--- config.mk ---
export PLATFORM = sky130hd
export DESIGN_NAME = lcd_i8080_command_window_writer_core
export DESIGN_NICKNAME = d
export VERILOG_FILES = /design/src/hw/rtl/lciw_pkg.sv /design/src/hw/rtl/lciw_queue.sv /design/src/hw/rtl/lciw_front.sv /design/src/hw/rtl/lciw_back.sv /design/src/hw/rtl/lcd_i8080_command_window_writer_core.sv
export SDC_FILE = /design/constraint.sdc
export NUM_CORES = 1
export LEC_CHECK = 0
export BUFFER_PORTS_ARGS = -buffer_cell sky130_fd_sc_hd__buf_4
export CAP_MARGIN = 40
export CORE_MARGIN = 8
export CORE_UTILIZATION = 62
export DETAILED_ROUTE_END_ITERATION = 16
export GPL_ROUTABILITY_DRIVEN = 0
export PLACE_DENSITY = 0.78
export SLEW_MARGIN = 10
export SYNTH_ARGS = -nofsm -noshare
export SYNTH_HDL_FRONTEND = slang
export SYNTH_SLANG_ARGS = --single-unit
--- constraint.sdc ---
create_clock -name clk_i -period 8.4 [get_ports clk_i]
set_clock_uncertainty 0.15 [all_clocks]
set_input_delay 0.84 -clock clk_i [delete_from_list [all_inputs] [get_ports clk_i]]
set_output_delay 0.84 -clock clk_i [all_outputs]
set_load 0.1 [all_outputs]
--- src/hw/rtl/lciw_pkg.sv ---
// Shared types and constants for the 8080 panel command/window writer.
// Used by lciw_front, lciw_back and the top level; depends on nothing.
`timescale 1ns / 1ps

package lciw_pkg;

  // Operation codes on the request port
  typedef enum logic [2:0] {
    OP_INIT   = 3'd0,
    OP_WINDOW = 3'd1,
    OP_PIXEL  = 3'd2,
    OP_MIRROR = 3'd3,
    OP_SWAP   = 3'd4,
    OP_INVERT = 3'd5,
    OP_ONOFF  = 3'd6,
    OP_SLEEP  = 3'd7
  } op_e;

  // Job kinds handed from front to back
  typedef enum logic [2:0] {
    JOB_INIT   = 3'd0,
    JOB_WINDOW = 3'd1,
    JOB_PIXEL  = 3'd2,
    JOB_MODE   = 3'd3,
    JOB_SINGLE = 3'd4
  } job_kind_e;

  // Configuration register indexes
  localparam logic [2:0] REG_BGR_SELECT  = 3'd0;
  localparam logic [2:0] REG_MIRROR_COL  = 3'd1;
  localparam logic [2:0] REG_MIRROR_ROW  = 3'd2;
  localparam logic [2:0] REG_SWAP_AXES   = 3'd3;
  localparam logic [2:0] REG_INVERT      = 3'd4;
  localparam logic [2:0] REG_COL_OFFSET  = 3'd5;
  localparam logic [2:0] REG_ROW_OFFSET  = 3'd6;

  // Panel command bytes
  localparam logic [7:0] CMD_SWRESET = 8'h01;
  localparam logic [7:0] CMD_SLPIN   = 8'h10;
  localparam logic [7:0] CMD_SLPOUT  = 8'h11;
  localparam logic [7:0] CMD_INVOFF  = 8'h20;
  localparam logic [7:0] CMD_INVON   = 8'h21;
  localparam logic [7:0] CMD_DISPOFF = 8'h28;
  localparam logic [7:0] CMD_DISPON  = 8'h29;
  localparam logic [7:0] CMD_CASET   = 8'h2A;
  localparam logic [7:0] CMD_RASET   = 8'h2B;
  localparam logic [7:0] CMD_RAMWR   = 8'h2C;
  localparam logic [7:0] CMD_MADCTL  = 8'h36;
  localparam logic [7:0] CMD_COLMOD  = 8'h3A;
  localparam logic [7:0] CMD_RAMCTRL = 8'hB0;
  localparam logic [7:0] PAR_COLMOD  = 8'h55;
  localparam logic [7:0] PAR_RAMCTL0 = 8'h00;
  localparam logic [7:0] PAR_RAMCTL1 = 8'hF8;

  localparam int unsigned CountW     = 22;
  localparam logic [CountW-1:0] COUNT_MAX = {CountW{1'b1}};
  localparam int unsigned OffsetW    = 9;
  localparam int unsigned CoordW     = 16;
  localparam int unsigned CfgIndexW  = 3;
  localparam int unsigned StepW      = 4;

  localparam int unsigned JOB_DEPTH_DEFAULT = 2;
  localparam int unsigned OUT_DEPTH_DEFAULT = 2;

  typedef struct packed {
    job_kind_e         kind;
    logic [7:0]        byte_val;  // pixel byte, mode byte or single command
    logic              flag;      // pixel last / init invert / window count zero
    logic [CoordW-1:0] col_a;
    logic [CoordW-1:0] col_b;
    logic [CoordW-1:0] row_a;
    logic [CoordW-1:0] row_b;
  } job_t;

  typedef struct packed {
    logic       is_data;
    logic [7:0] bus_value;
    logic       eot;
  } wr_t;

endpackage

--- src/hw/rtl/lciw_queue.sv ---
// Small first-in first-out queue of flat words.
// Depends on nothing; used between front, back and the result port.
`timescale 1ns / 1ps

module lciw_queue #(
  parameter int unsigned Width = 8,
  parameter int unsigned Depth = 2
) (
  input  logic             clk_i,
  input  logic             rst_ni,
  input  logic             push_i,
  input  logic [Width-1:0] wdata_i,
  output logic             full_o,
  input  logic             pop_i,
  output logic [Width-1:0] rdata_o,
  output logic             empty_o
);

  localparam int unsigned PtrW = (Depth > 1) ? $clog2(Depth) : 1;
  localparam int unsigned CntW = $clog2(Depth + 1);

  logic [Width-1:0] mem_q [Depth];
  logic [PtrW-1:0]  wptr_q, wptr_d, rptr_q, rptr_d;
  logic [CntW-1:0]  cnt_q, cnt_d;
  logic             do_push, do_pop;

  assign full_o  = (cnt_q == CntW'(Depth));
  assign empty_o = (cnt_q == '0);
  assign do_push = push_i && !full_o;
  assign do_pop  = pop_i && !empty_o;
  assign rdata_o = mem_q[rptr_q];

  always_comb begin
    wptr_d = wptr_q;
    rptr_d = rptr_q;
    cnt_d  = cnt_q;
    if (do_push) begin
      wptr_d = (wptr_q == PtrW'(Depth - 1)) ? '0 : wptr_q + 1'b1;
    end
    if (do_pop) begin
      rptr_d = (rptr_q == PtrW'(Depth - 1)) ? '0 : rptr_q + 1'b1;
    end
    if (do_push && !do_pop) begin
      cnt_d = cnt_q + 1'b1;
    end else if (do_pop && !do_push) begin
      cnt_d = cnt_q - 1'b1;
    end
  end

  always_ff @(posedge clk_i or negedge rst_ni) begin
    if (!rst_ni) begin
      wptr_q <= '0;
      rptr_q <= '0;
      cnt_q  <= '0;
    end else begin
      wptr_q <= wptr_d;
      rptr_q <= rptr_d;
      cnt_q  <= cnt_d;
    end
  end

  always_ff @(posedge clk_i) begin
    if (do_push) begin
      mem_q[wptr_q] <= wdata_i;
    end
  end

endmodule

--- src/hw/rtl/lciw_front.sv ---
// Front end: holds configuration, address mode and pixel byte count,
// classifies each request and posts a job. Depends on lciw_pkg.
`timescale 1ns / 1ps

module lciw_front (
  input  logic                          clk_i,
  input  logic                          rst_ni,
  input  logic                          cfg_we_i,
  input  logic [lciw_pkg::CfgIndexW-1:0] cfg_index_i,
  input  logic [lciw_pkg::OffsetW-1:0]  cfg_data_i,
  input  logic                          req_i,
  input  logic [2:0]                    op_i,
  input  logic [9:0]                    col_first_i,
  input  logic [9:0]                    row_first_i,
  input  logic [10:0]                   col_past_end_i,
  input  logic [10:0]                   row_past_end_i,
  input  logic [7:0]                    pixel_value_i,
  input  logic                          flag_one_i,
  input  logic                          flag_two_i,
  output logic                          job_push_o,
  output lciw_pkg::job_t                job_o
);

  logic                           bgr_q, mir_col_q, mir_row_q, swap_q, inv_q;
  logic [lciw_pkg::OffsetW-1:0]   col_off_q, row_off_q;
  logic [7:0]                     amode_q, amode_d;
  logic [lciw_pkg::CountW-1:0]    left_q, left_d;

  logic [lciw_pkg::CoordW-1:0]    col_off_x, row_off_x;
  logic [10:0]                    col_span, row_span;
  logic [21:0]                    area;
  logic [lciw_pkg::CountW-1:0]    win_count;
  logic                           win_pos;

  assign col_off_x = {{(lciw_pkg::CoordW - lciw_pkg::OffsetW){col_off_q[lciw_pkg::OffsetW-1]}},
                      col_off_q};
  assign row_off_x = {{(lciw_pkg::CoordW - lciw_pkg::OffsetW){row_off_q[lciw_pkg::OffsetW-1]}},
                      row_off_q};

  assign win_pos  = (col_past_end_i > {1'b0, col_first_i}) &&
                    (row_past_end_i > {1'b0, row_first_i});
  assign col_span = col_past_end_i - {1'b0, col_first_i};
  assign row_span = row_past_end_i - {1'b0, row_first_i};
  assign area     = {11'b0, col_span} * {11'b0, row_span};
  // Doubled area saturates once bit 21 of the area is set
  assign win_count = !win_pos ? '0 :
                     area[21] ? lciw_pkg::COUNT_MAX : {area[20:0], 1'b0};

  always_comb begin
    amode_d    = amode_q;
    left_d     = left_q;
    job_push_o = 1'b0;
    job_o      = '0;
    job_o.col_a = 16'({6'b0, col_first_i}) + col_off_x;
    job_o.col_b = 16'({5'b0, col_past_end_i}) + col_off_x - 16'd1;
    job_o.row_a = 16'({6'b0, row_first_i}) + row_off_x;
    job_o.row_b = 16'({5'b0, row_past_end_i}) + row_off_x - 16'd1;
    if (req_i) begin
      if (lciw_pkg::op_e'(op_i) != lciw_pkg::OP_PIXEL) begin
        left_d = '0;
      end
      case (lciw_pkg::op_e'(op_i))
        lciw_pkg::OP_PIXEL: begin
          // Drop the byte when no window count is left
          if (left_q != '0) begin
            left_d         = left_q - 1'b1;
            job_push_o     = 1'b1;
            job_o.kind     = lciw_pkg::JOB_PIXEL;
            job_o.byte_val = pixel_value_i;
            job_o.flag     = (left_q == lciw_pkg::CountW'(1));
          end
        end
        lciw_pkg::OP_INIT: begin
          amode_d        = {mir_row_q, mir_col_q, swap_q, 1'b0, bgr_q, 3'b000};
          job_push_o     = 1'b1;
          job_o.kind     = lciw_pkg::JOB_INIT;
          job_o.byte_val = amode_d;
          job_o.flag     = inv_q;
        end
        lciw_pkg::OP_WINDOW: begin
          left_d     = win_count;
          job_push_o = 1'b1;
          job_o.kind = lciw_pkg::JOB_WINDOW;
          job_o.flag = (win_count == '0);
        end
        lciw_pkg::OP_MIRROR: begin
          amode_d        = {flag_two_i, flag_one_i, amode_q[5:0]};
          job_push_o     = 1'b1;
          job_o.kind     = lciw_pkg::JOB_MODE;
          job_o.byte_val = amode_d;
        end
        lciw_pkg::OP_SWAP: begin
          amode_d        = {amode_q[7:6], flag_one_i, amode_q[4:0]};
          job_push_o     = 1'b1;
          job_o.kind     = lciw_pkg::JOB_MODE;
          job_o.byte_val = amode_d;
        end
        lciw_pkg::OP_INVERT: begin
          job_push_o     = 1'b1;
          job_o.kind     = lciw_pkg::JOB_SINGLE;
          job_o.byte_val = flag_one_i ? lciw_pkg::CMD_INVON : lciw_pkg::CMD_INVOFF;
        end
        lciw_pkg::OP_ONOFF: begin
          job_push_o     = 1'b1;
          job_o.kind     = lciw_pkg::JOB_SINGLE;
          job_o.byte_val = flag_one_i ? lciw_pkg::CMD_DISPON : lciw_pkg::CMD_DISPOFF;
        end
        lciw_pkg::OP_SLEEP: begin
          job_push_o     = 1'b1;
          job_o.kind     = lciw_pkg::JOB_SINGLE;
          job_o.byte_val = flag_one_i ? lciw_pkg::CMD_SLPIN : lciw_pkg::CMD_SLPOUT;
        end
        default: begin
          job_push_o = 1'b0;
        end
      endcase
    end
  end

  always_ff @(posedge clk_i or negedge rst_ni) begin
    if (!rst_ni) begin
      bgr_q     <= 1'b0;
      mir_col_q <= 1'b0;
      mir_row_q <= 1'b0;
      swap_q    <= 1'b0;
      inv_q     <= 1'b0;
      col_off_q <= '0;
      row_off_q <= '0;
      amode_q   <= '0;
      left_q    <= '0;
    end else begin
      amode_q <= amode_d;
      left_q  <= left_d;
      if (cfg_we_i) begin
        case (cfg_index_i)
          lciw_pkg::REG_BGR_SELECT: bgr_q     <= cfg_data_i[0];
          lciw_pkg::REG_MIRROR_COL: mir_col_q <= cfg_data_i[0];
          lciw_pkg::REG_MIRROR_ROW: mir_row_q <= cfg_data_i[0];
          lciw_pkg::REG_SWAP_AXES:  swap_q    <= cfg_data_i[0];
          lciw_pkg::REG_INVERT:     inv_q     <= cfg_data_i[0];
          lciw_pkg::REG_COL_OFFSET: col_off_q <= cfg_data_i;
          lciw_pkg::REG_ROW_OFFSET: row_off_q <= cfg_data_i;
          default: ;
        endcase
      end
    end
  end

endmodule

--- src/hw/rtl/lciw_back.sv ---
// Back end: walks the head job byte by byte and posts bus writes.
// Depends on lciw_pkg.
`timescale 1ns / 1ps

module lciw_back (
  input  logic            clk_i,
  input  logic            rst_ni,
  input  logic            job_valid_i,
  input  lciw_pkg::job_t  job_i,
  output logic            job_pop_o,
  input  logic            out_full_i,
  output logic            out_push_o,
  output lciw_pkg::wr_t   wr_o
);

  logic [lciw_pkg::StepW-1:0] step_q, step_d;
  logic                       final_step;

  always_comb begin
    wr_o       = '0;
    final_step = 1'b0;
    case (job_i.kind)
      lciw_pkg::JOB_PIXEL: begin
        wr_o       = '{is_data: 1'b1, bus_value: job_i.byte_val, eot: job_i.flag};
        final_step = 1'b1;
      end
      lciw_pkg::JOB_SINGLE: begin
        wr_o       = '{is_data: 1'b0, bus_value: job_i.byte_val, eot: 1'b1};
        final_step = 1'b1;
      end
      lciw_pkg::JOB_MODE: begin
        if (step_q == '0) begin
          wr_o = '{is_data: 1'b0, bus_value: lciw_pkg::CMD_MADCTL, eot: 1'b0};
        end else begin
          wr_o       = '{is_data: 1'b1, bus_value: job_i.byte_val, eot: 1'b1};
          final_step = 1'b1;
        end
      end
      lciw_pkg::JOB_INIT: begin
        case (step_q)
          4'd0: wr_o = '{1'b0, lciw_pkg::CMD_SWRESET, 1'b1};
          4'd1: wr_o = '{1'b0, lciw_pkg::CMD_SLPOUT, 1'b1};
          4'd2: wr_o = '{1'b0, lciw_pkg::CMD_MADCTL, 1'b0};
          4'd3: wr_o = '{1'b1, job_i.byte_val, 1'b1};
          4'd4: wr_o = '{1'b0, lciw_pkg::CMD_COLMOD, 1'b0};
          4'd5: wr_o = '{1'b1, lciw_pkg::PAR_COLMOD, 1'b1};
          4'd6: wr_o = '{1'b0, lciw_pkg::CMD_RAMCTRL, 1'b0};
          4'd7: wr_o = '{1'b1, lciw_pkg::PAR_RAMCTL0, 1'b0};
          4'd8: wr_o = '{1'b1, lciw_pkg::PAR_RAMCTL1, 1'b1};
          4'd9: wr_o = '{1'b0, lciw_pkg::CMD_INVON, 1'b1};
          default: begin
            wr_o       = '{1'b0, lciw_pkg::CMD_DISPON, 1'b1};
            final_step = 1'b1;
          end
        endcase
      end
      lciw_pkg::JOB_WINDOW: begin
        case (step_q)
          4'd0: wr_o = '{1'b0, lciw_pkg::CMD_CASET, 1'b0};
          4'd1: wr_o = '{1'b1, job_i.col_a[15:8], 1'b0};
          4'd2: wr_o = '{1'b1, job_i.col_a[7:0], 1'b0};
          4'd3: wr_o = '{1'b1, job_i.col_b[15:8], 1'b0};
          4'd4: wr_o = '{1'b1, job_i.col_b[7:0], 1'b1};
          4'd5: wr_o = '{1'b0, lciw_pkg::CMD_RASET, 1'b0};
          4'd6: wr_o = '{1'b1, job_i.row_a[15:8], 1'b0};
          4'd7: wr_o = '{1'b1, job_i.row_a[7:0], 1'b0};
          4'd8: wr_o = '{1'b1, job_i.row_b[15:8], 1'b0};
          4'd9: wr_o = '{1'b1, job_i.row_b[7:0], 1'b1};
          default: begin
            // Memory write closes itself when no pixel byte will follow
            wr_o       = '{1'b0, lciw_pkg::CMD_RAMWR, job_i.flag};
            final_step = 1'b1;
          end
        endcase
      end
      default: final_step = 1'b1;
    endcase
  end

  assign out_push_o = job_valid_i && !out_full_i;
  assign job_pop_o  = out_push_o && final_step;

  always_comb begin
    step_d = step_q;
    if (out_push_o) begin
      if (final_step) begin
        step_d = '0;
      end else if (job_i.kind == lciw_pkg::JOB_INIT && step_q == 4'd8 && !job_i.flag) begin
        // Skip the inversion command when start-up inversion is off
        step_d = 4'd10;
      end else begin
        step_d = step_q + 1'b1;
      end
    end
  end

  always_ff @(posedge clk_i or negedge rst_ni) begin
    if (!rst_ni) begin
      step_q <= '0;
    end else begin
      step_q <= step_d;
    end
  end

endmodule

--- src/hw/rtl/lcd_i8080_command_window_writer_core.sv ---
// Top level of the 8080 panel command/window writer.
// Depends on lciw_pkg, lciw_queue, lciw_front and lciw_back.
`timescale 1ns / 1ps

// Channel     | Handshake                 | Payload
// ------------+---------------------------+---------------------------------------------
// request in  | push, full                | op_i, window corners, pixel_value_i, flags
// write out   | empty, pop                | is_data_o, bus_value_o, end_of_transaction_o
// config      | cfg_valid_i, cfg_ready_o  | cfg_index_i, cfg_data_i
//
// Pixel bytes flow at one per cycle: the front takes a request each cycle the
// job queue has room, and the back sequencer emits one bus write per cycle
// while the result queue has room. Command requests expand into 1 to 11 bus
// writes in the back sequencer; the front accepts until the job queue fills.
// Reset clears all control state; there is no clearing pass. Either side may
// stall: the job queue and the result queue absorb it without losing a write.

module lcd_i8080_command_window_writer_core #(
  parameter int unsigned JobDepth = lciw_pkg::JOB_DEPTH_DEFAULT,
  parameter int unsigned OutDepth = lciw_pkg::OUT_DEPTH_DEFAULT
) (
  input  logic                           clk_i,
  input  logic                           rst_ni,
  // request channel
  input  logic                           push,
  output logic                           full,
  input  logic [2:0]                     op_i,
  input  logic [9:0]                     col_first_i,
  input  logic [9:0]                     row_first_i,
  input  logic [10:0]                    col_past_end_i,
  input  logic [10:0]                    row_past_end_i,
  input  logic [7:0]                     pixel_value_i,
  input  logic                           flag_one_i,
  input  logic                           flag_two_i,
  // bus write channel
  output logic                           empty,
  input  logic                           pop,
  output logic                           is_data_o,
  output logic [7:0]                     bus_value_o,
  output logic                           end_of_transaction_o,
  // configuration channel
  input  logic                           cfg_valid_i,
  output logic                           cfg_ready_o,
  input  logic [lciw_pkg::CfgIndexW-1:0] cfg_index_i,
  input  logic [lciw_pkg::OffsetW-1:0]   cfg_data_i
);

  localparam int unsigned JobW = $bits(lciw_pkg::job_t);
  localparam int unsigned WrW  = $bits(lciw_pkg::wr_t);

  logic            req_acc;
  logic            job_push, job_full, job_empty, job_pop;
  lciw_pkg::job_t  job_in, job_head;
  logic [JobW-1:0] job_head_raw;
  logic            out_push, out_full;
  lciw_pkg::wr_t   wr_in, wr_head;
  logic [WrW-1:0]  wr_head_raw;

  // Configuration is always taken at once
  assign cfg_ready_o = 1'b1;
  assign full        = job_full;
  assign req_acc     = push && !job_full;

  lciw_front u_front (
    .clk_i,
    .rst_ni,
    .cfg_we_i       (cfg_valid_i && cfg_ready_o),
    .cfg_index_i,
    .cfg_data_i,
    .req_i          (req_acc),
    .op_i,
    .col_first_i,
    .row_first_i,
    .col_past_end_i,
    .row_past_end_i,
    .pixel_value_i,
    .flag_one_i,
    .flag_two_i,
    .job_push_o     (job_push),
    .job_o          (job_in)
  );

  // Job queue: parts request acceptance from byte sequencing
  lciw_queue #(
    .Width (JobW),
    .Depth (JobDepth)
  ) u_job_q (
    .clk_i,
    .rst_ni,
    .push_i  (job_push),
    .wdata_i (JobW'(job_in)),
    .full_o  (job_full),
    .pop_i   (job_pop),
    .rdata_o (job_head_raw),
    .empty_o (job_empty)
  );

  assign job_head = lciw_pkg::job_t'(job_head_raw);

  lciw_back u_back (
    .clk_i,
    .rst_ni,
    .job_valid_i (!job_empty),
    .job_i       (job_head),
    .job_pop_o   (job_pop),
    .out_full_i  (out_full),
    .out_push_o  (out_push),
    .wr_o        (wr_in)
  );

  // Result queue: holds finished writes while the consumer stalls
  lciw_queue #(
    .Width (WrW),
    .Depth (OutDepth)
  ) u_out_q (
    .clk_i,
    .rst_ni,
    .push_i  (out_push),
    .wdata_i (WrW'(wr_in)),
    .full_o  (out_full),
    .pop_i   (pop),
    .rdata_o (wr_head_raw),
    .empty_o (empty)
  );

  assign wr_head              = lciw_pkg::wr_t'(wr_head_raw);
  assign is_data_o            = wr_head.is_data;
  assign bus_value_o          = wr_head.bus_value;
  assign end_of_transaction_o = wr_head.eot;

  // Back end never writes into a full result queue
  assert property (@(posedge clk_i) disable iff (!rst_ni) out_push |-> !out_full)
    else $error("bus write pushed into full result queue");

  // A job retires only together with its last bus write
  assert property (@(posedge clk_i) disable iff (!rst_ni) job_pop |-> out_push && !job_empty)
    else $error("job retired without a bus write");

  // No bus write appears without a pending job
  assert property (@(posedge clk_i) disable iff (!rst_ni) job_empty |-> !out_push)
    else $error("bus write produced with empty job queue");

endmodule

==> run metrics <==
max-slew violations=0; Synth Warn #=0; global route overflow=0; Post-synth ARST share=28.11%; Synth area leader=edfxtp_1; Core ar.=27710 sq um; synth top area cells=edfxtp_1 27%, fa_1 9.9%, ha_1 9.8%; CTS tree=done; Routed Antenna Nets=0; FP Rows=61; Rel. slew slack=40.53%; Critical Path RT=8520 ps; dpl hpwl=34.28 mm; syn_nets=2067; area grow syn2layout=10.62%; Non-Filler Instances=2239; setup tns final=0 ps; number of max-cap violations=0; drt initial violations=1245; DRT Wirelength=43.61 mm; hold_ws=170.7 ps; unrepaired setup endpoints after global routing=no; CTS Buffer Depth=3; initial core utilization=62.75%; nets@finish=2140; status=complete, no violations; most frequent cell after synthesis=inv_1; final setup margin=476.9 ps; Post-Syn Instances=1773; register area share after synthesis=35.73%; Setup violations, final=0; Yosys reg bits=217; ys flop type=edfxtp_1; Yosys cell types=72; Tot GR Track Use=25.94%; worst slack, placed=109.0 ps; number of flops mapped to enable cells by yosys=156; CTS Buf Count=24; CTS Hold Bufs=0; Final Hold Viols=0; drt wl/cell=19.48 um; Netlist Area Pre-Place=17380 sq um; share of the synthesized area in the top cell type=26.95%; Vias=13.68k; Die Wd=183.5 um; Avg Inst Size Synth=9.805 sq um; DR pass1 iterations=5; Post-CTS Setup Inserts=0; critical path peak fanout=8; CP Capture Type=flop; CTS resizes=0; Ports=85; fmax=0.1262 GHz; DRC errors left=0; H-tree depth=1; Worst-Skew Late Latency=530 ps; fin crit share=94.32%; Tmin final=7923 ps; vias in the first global route=13.69k; placed cell count=2197; initial antenna violation count=0; Root Buffer=clkbuf_16; layout cells sized above 1=11.28%; critical path class=in -> reg; clk sinks=217; Slew @ Worst Pin=888.0 ps; top cells by count, synth=201 x inv_1, 156 x edfxtp_1, 142 x nor2_1; HP Class=in -> async; fillers=2146; n_diodes=0; DIE HEIGHT=183.5 um; largest net degree at the start of global routing=62; Worst EP arrival=8040 ps; Worst-path clk slew=60 ps; port bufs=83; startpoint types=primary input; DR vias/cell=6.110; first-pass GRT wire length=70.49 mm; total die area=33650 sq um
==> per-stage QoR <==
stage | instance area (sq um) | util, %
3_3_place_gp | 18400 | 66.43
3_5_place_dp | 18480 | 66.70
6_report | 19230 | 69.41
5_1_grt | 19230 | 69.41
4_1_cts | 19200 | 69.31
2_1_floorplan | 17380 | -
==> flip-flops by register name, summed over array words and instances, names as in the netlist <==
register,flops
u_job_q.mem_q,136
u_front.left_q,22
u_out_q.mem_q,20
u_front.col_off_q,9
u_front.row_off_q,9
u_back.step_q,4
u_front.amode_q,4
u_job_q.cnt_q,2
u_out_q.cnt_q,2
u_front.bgr_q,1
u_front.inv_q,1
u_front.mir_col_q,1
u_front.mir_row_q,1
u_front.swap_q,1
u_job_q.rptr_q,1
u_job_q.wptr_q,1
u_out_q.rptr_q,1
u_out_q.wptr_q,1
==> cells in the final DEF (no fill, tap or decap), types with 23 or more instances in the layout <==
| master | netlist | routed |
|---|---|---|
| inv_1 | 201 | 201 |
| edfxtp_1 | 156 | 156 |
| nor2_1 | 142 | 141 |
| ha_1 | 136 | 136 |
| nand2_1 | 125 | 125 |
| o21ai_0 | 107 | 107 |
| buf_4 | 1 | 106 |
| a21oi_1 | 87 | 87 |
| fa_1 | 86 | 86 |
| xnor2_1 | 68 | 68 |
| mux2i_1 | 62 | 62 |
| dfrtp_1 | 61 | 60 |
| mux2_2 | 43 | 43 |
| nor3_1 | 43 | 42 |
| xor2_1 | 37 | 37 |
| o22ai_1 | 27 | 27 |
| clkbuf_16 | 0 | 24 |
| nand3_1 | 23 | 23 |
==> worst paths after layout <==
path	cells past startpoint	from	slack (ps)	endpoint
hold / removal	2	rst_ni	170	u_job_q.rptr_q$_DFFE_PN0P_
setup reg to reg	8	u_front.left_q[10]$_DFFE_PN0P_	4240	u_job_q.mem_q[1][57]$_DFFE_PP_
hold reg to reg	1	u_job_q.cnt_q[1]$_DFFE_PN0P_	350	u_job_q.cnt_q[1]$_DFFE_PN0P_
setup / recovery	28	col_first_i[1]	480	u_job_q.mem_q[1][64]$_DFFE_PP_
min in group clk_i	1	u_job_q.cnt_q[1]$_DFFE_PN0P_	350	u_job_q.cnt_q[1]$_DFFE_PN0P_
max in group asynchronous	2	rst_ni	7650	u_front.row_off_q[4]$_DFFE_PN0P_
==> worst max-delay path, stage by stage <==
cell and delay, ps:
buf_4 110, inv_1 160, ha_1 270, nor2b_1 140, o21ai_0 240, a21boi_1 180, o21ai_0 270, a21oi_1 130
or4_1 510, o211ai_1 280, buf_4 260, nand2_1 90, fa_1 510, inv_1 60, fa_1 490, fa_1 510
fa_1 510, inv_1 50, fa_1 480, inv_1 40, ha_1 430, nand3_1 130, o21bai_1 210, a211oi_1 310
nor3_1 130, nor2_1 330, nor2_1 120, a31o_2 250
==> layout make-up <==
class	count	area, sq um	share of cell area, %
clock buffer	29	619.3	3.221
clock inverter	12	102.6	0.5335
inverter	201	754.5	3.923
multi-input combinational	1291	10170	52.91
sequential	217	6215	32.32
tap	378	473.0	2.459
timing repair buffer	111	892.1	4.639
==> cell families (layout without fill, tap and decap cells) <==
family / count (synthesis) / after routing / share of synthesized area (%)
buffers and inverters: 265 / 353 / 5.830
and+or+nand+nor: 473 / 473 / 13.08
DFF: 217 / 217 / 35.73
AOI/OAI and AO/OA: 385 / 385 / 14.00
other: 1 / 1 / 0.02157
xor gates and xnor gates: 105 / 105 / 5.290
adders and majority gates: 222 / 222 / 19.69
muxes: 105 / 105 / 6.355
==> per-layer routing <==
| metal | track usage [%] | up-vias | part of all wire [%] |
|---|---|---|---|
| met4 | 12.26 | 0 | 5.3 |
| met1 | 31.09 | 6615 | 40 |
| met3 | 2.708 | 128 | 5.0 |
| met2 | 46.25 | 518 | 50 |
| met5 | 0 | - | 0 |
| li1 | - | 6420 | - |
Power is left out: the tool's default activity adds up to more than one toggle a clock period on the data nets, which glitch-free logic cannot reach.
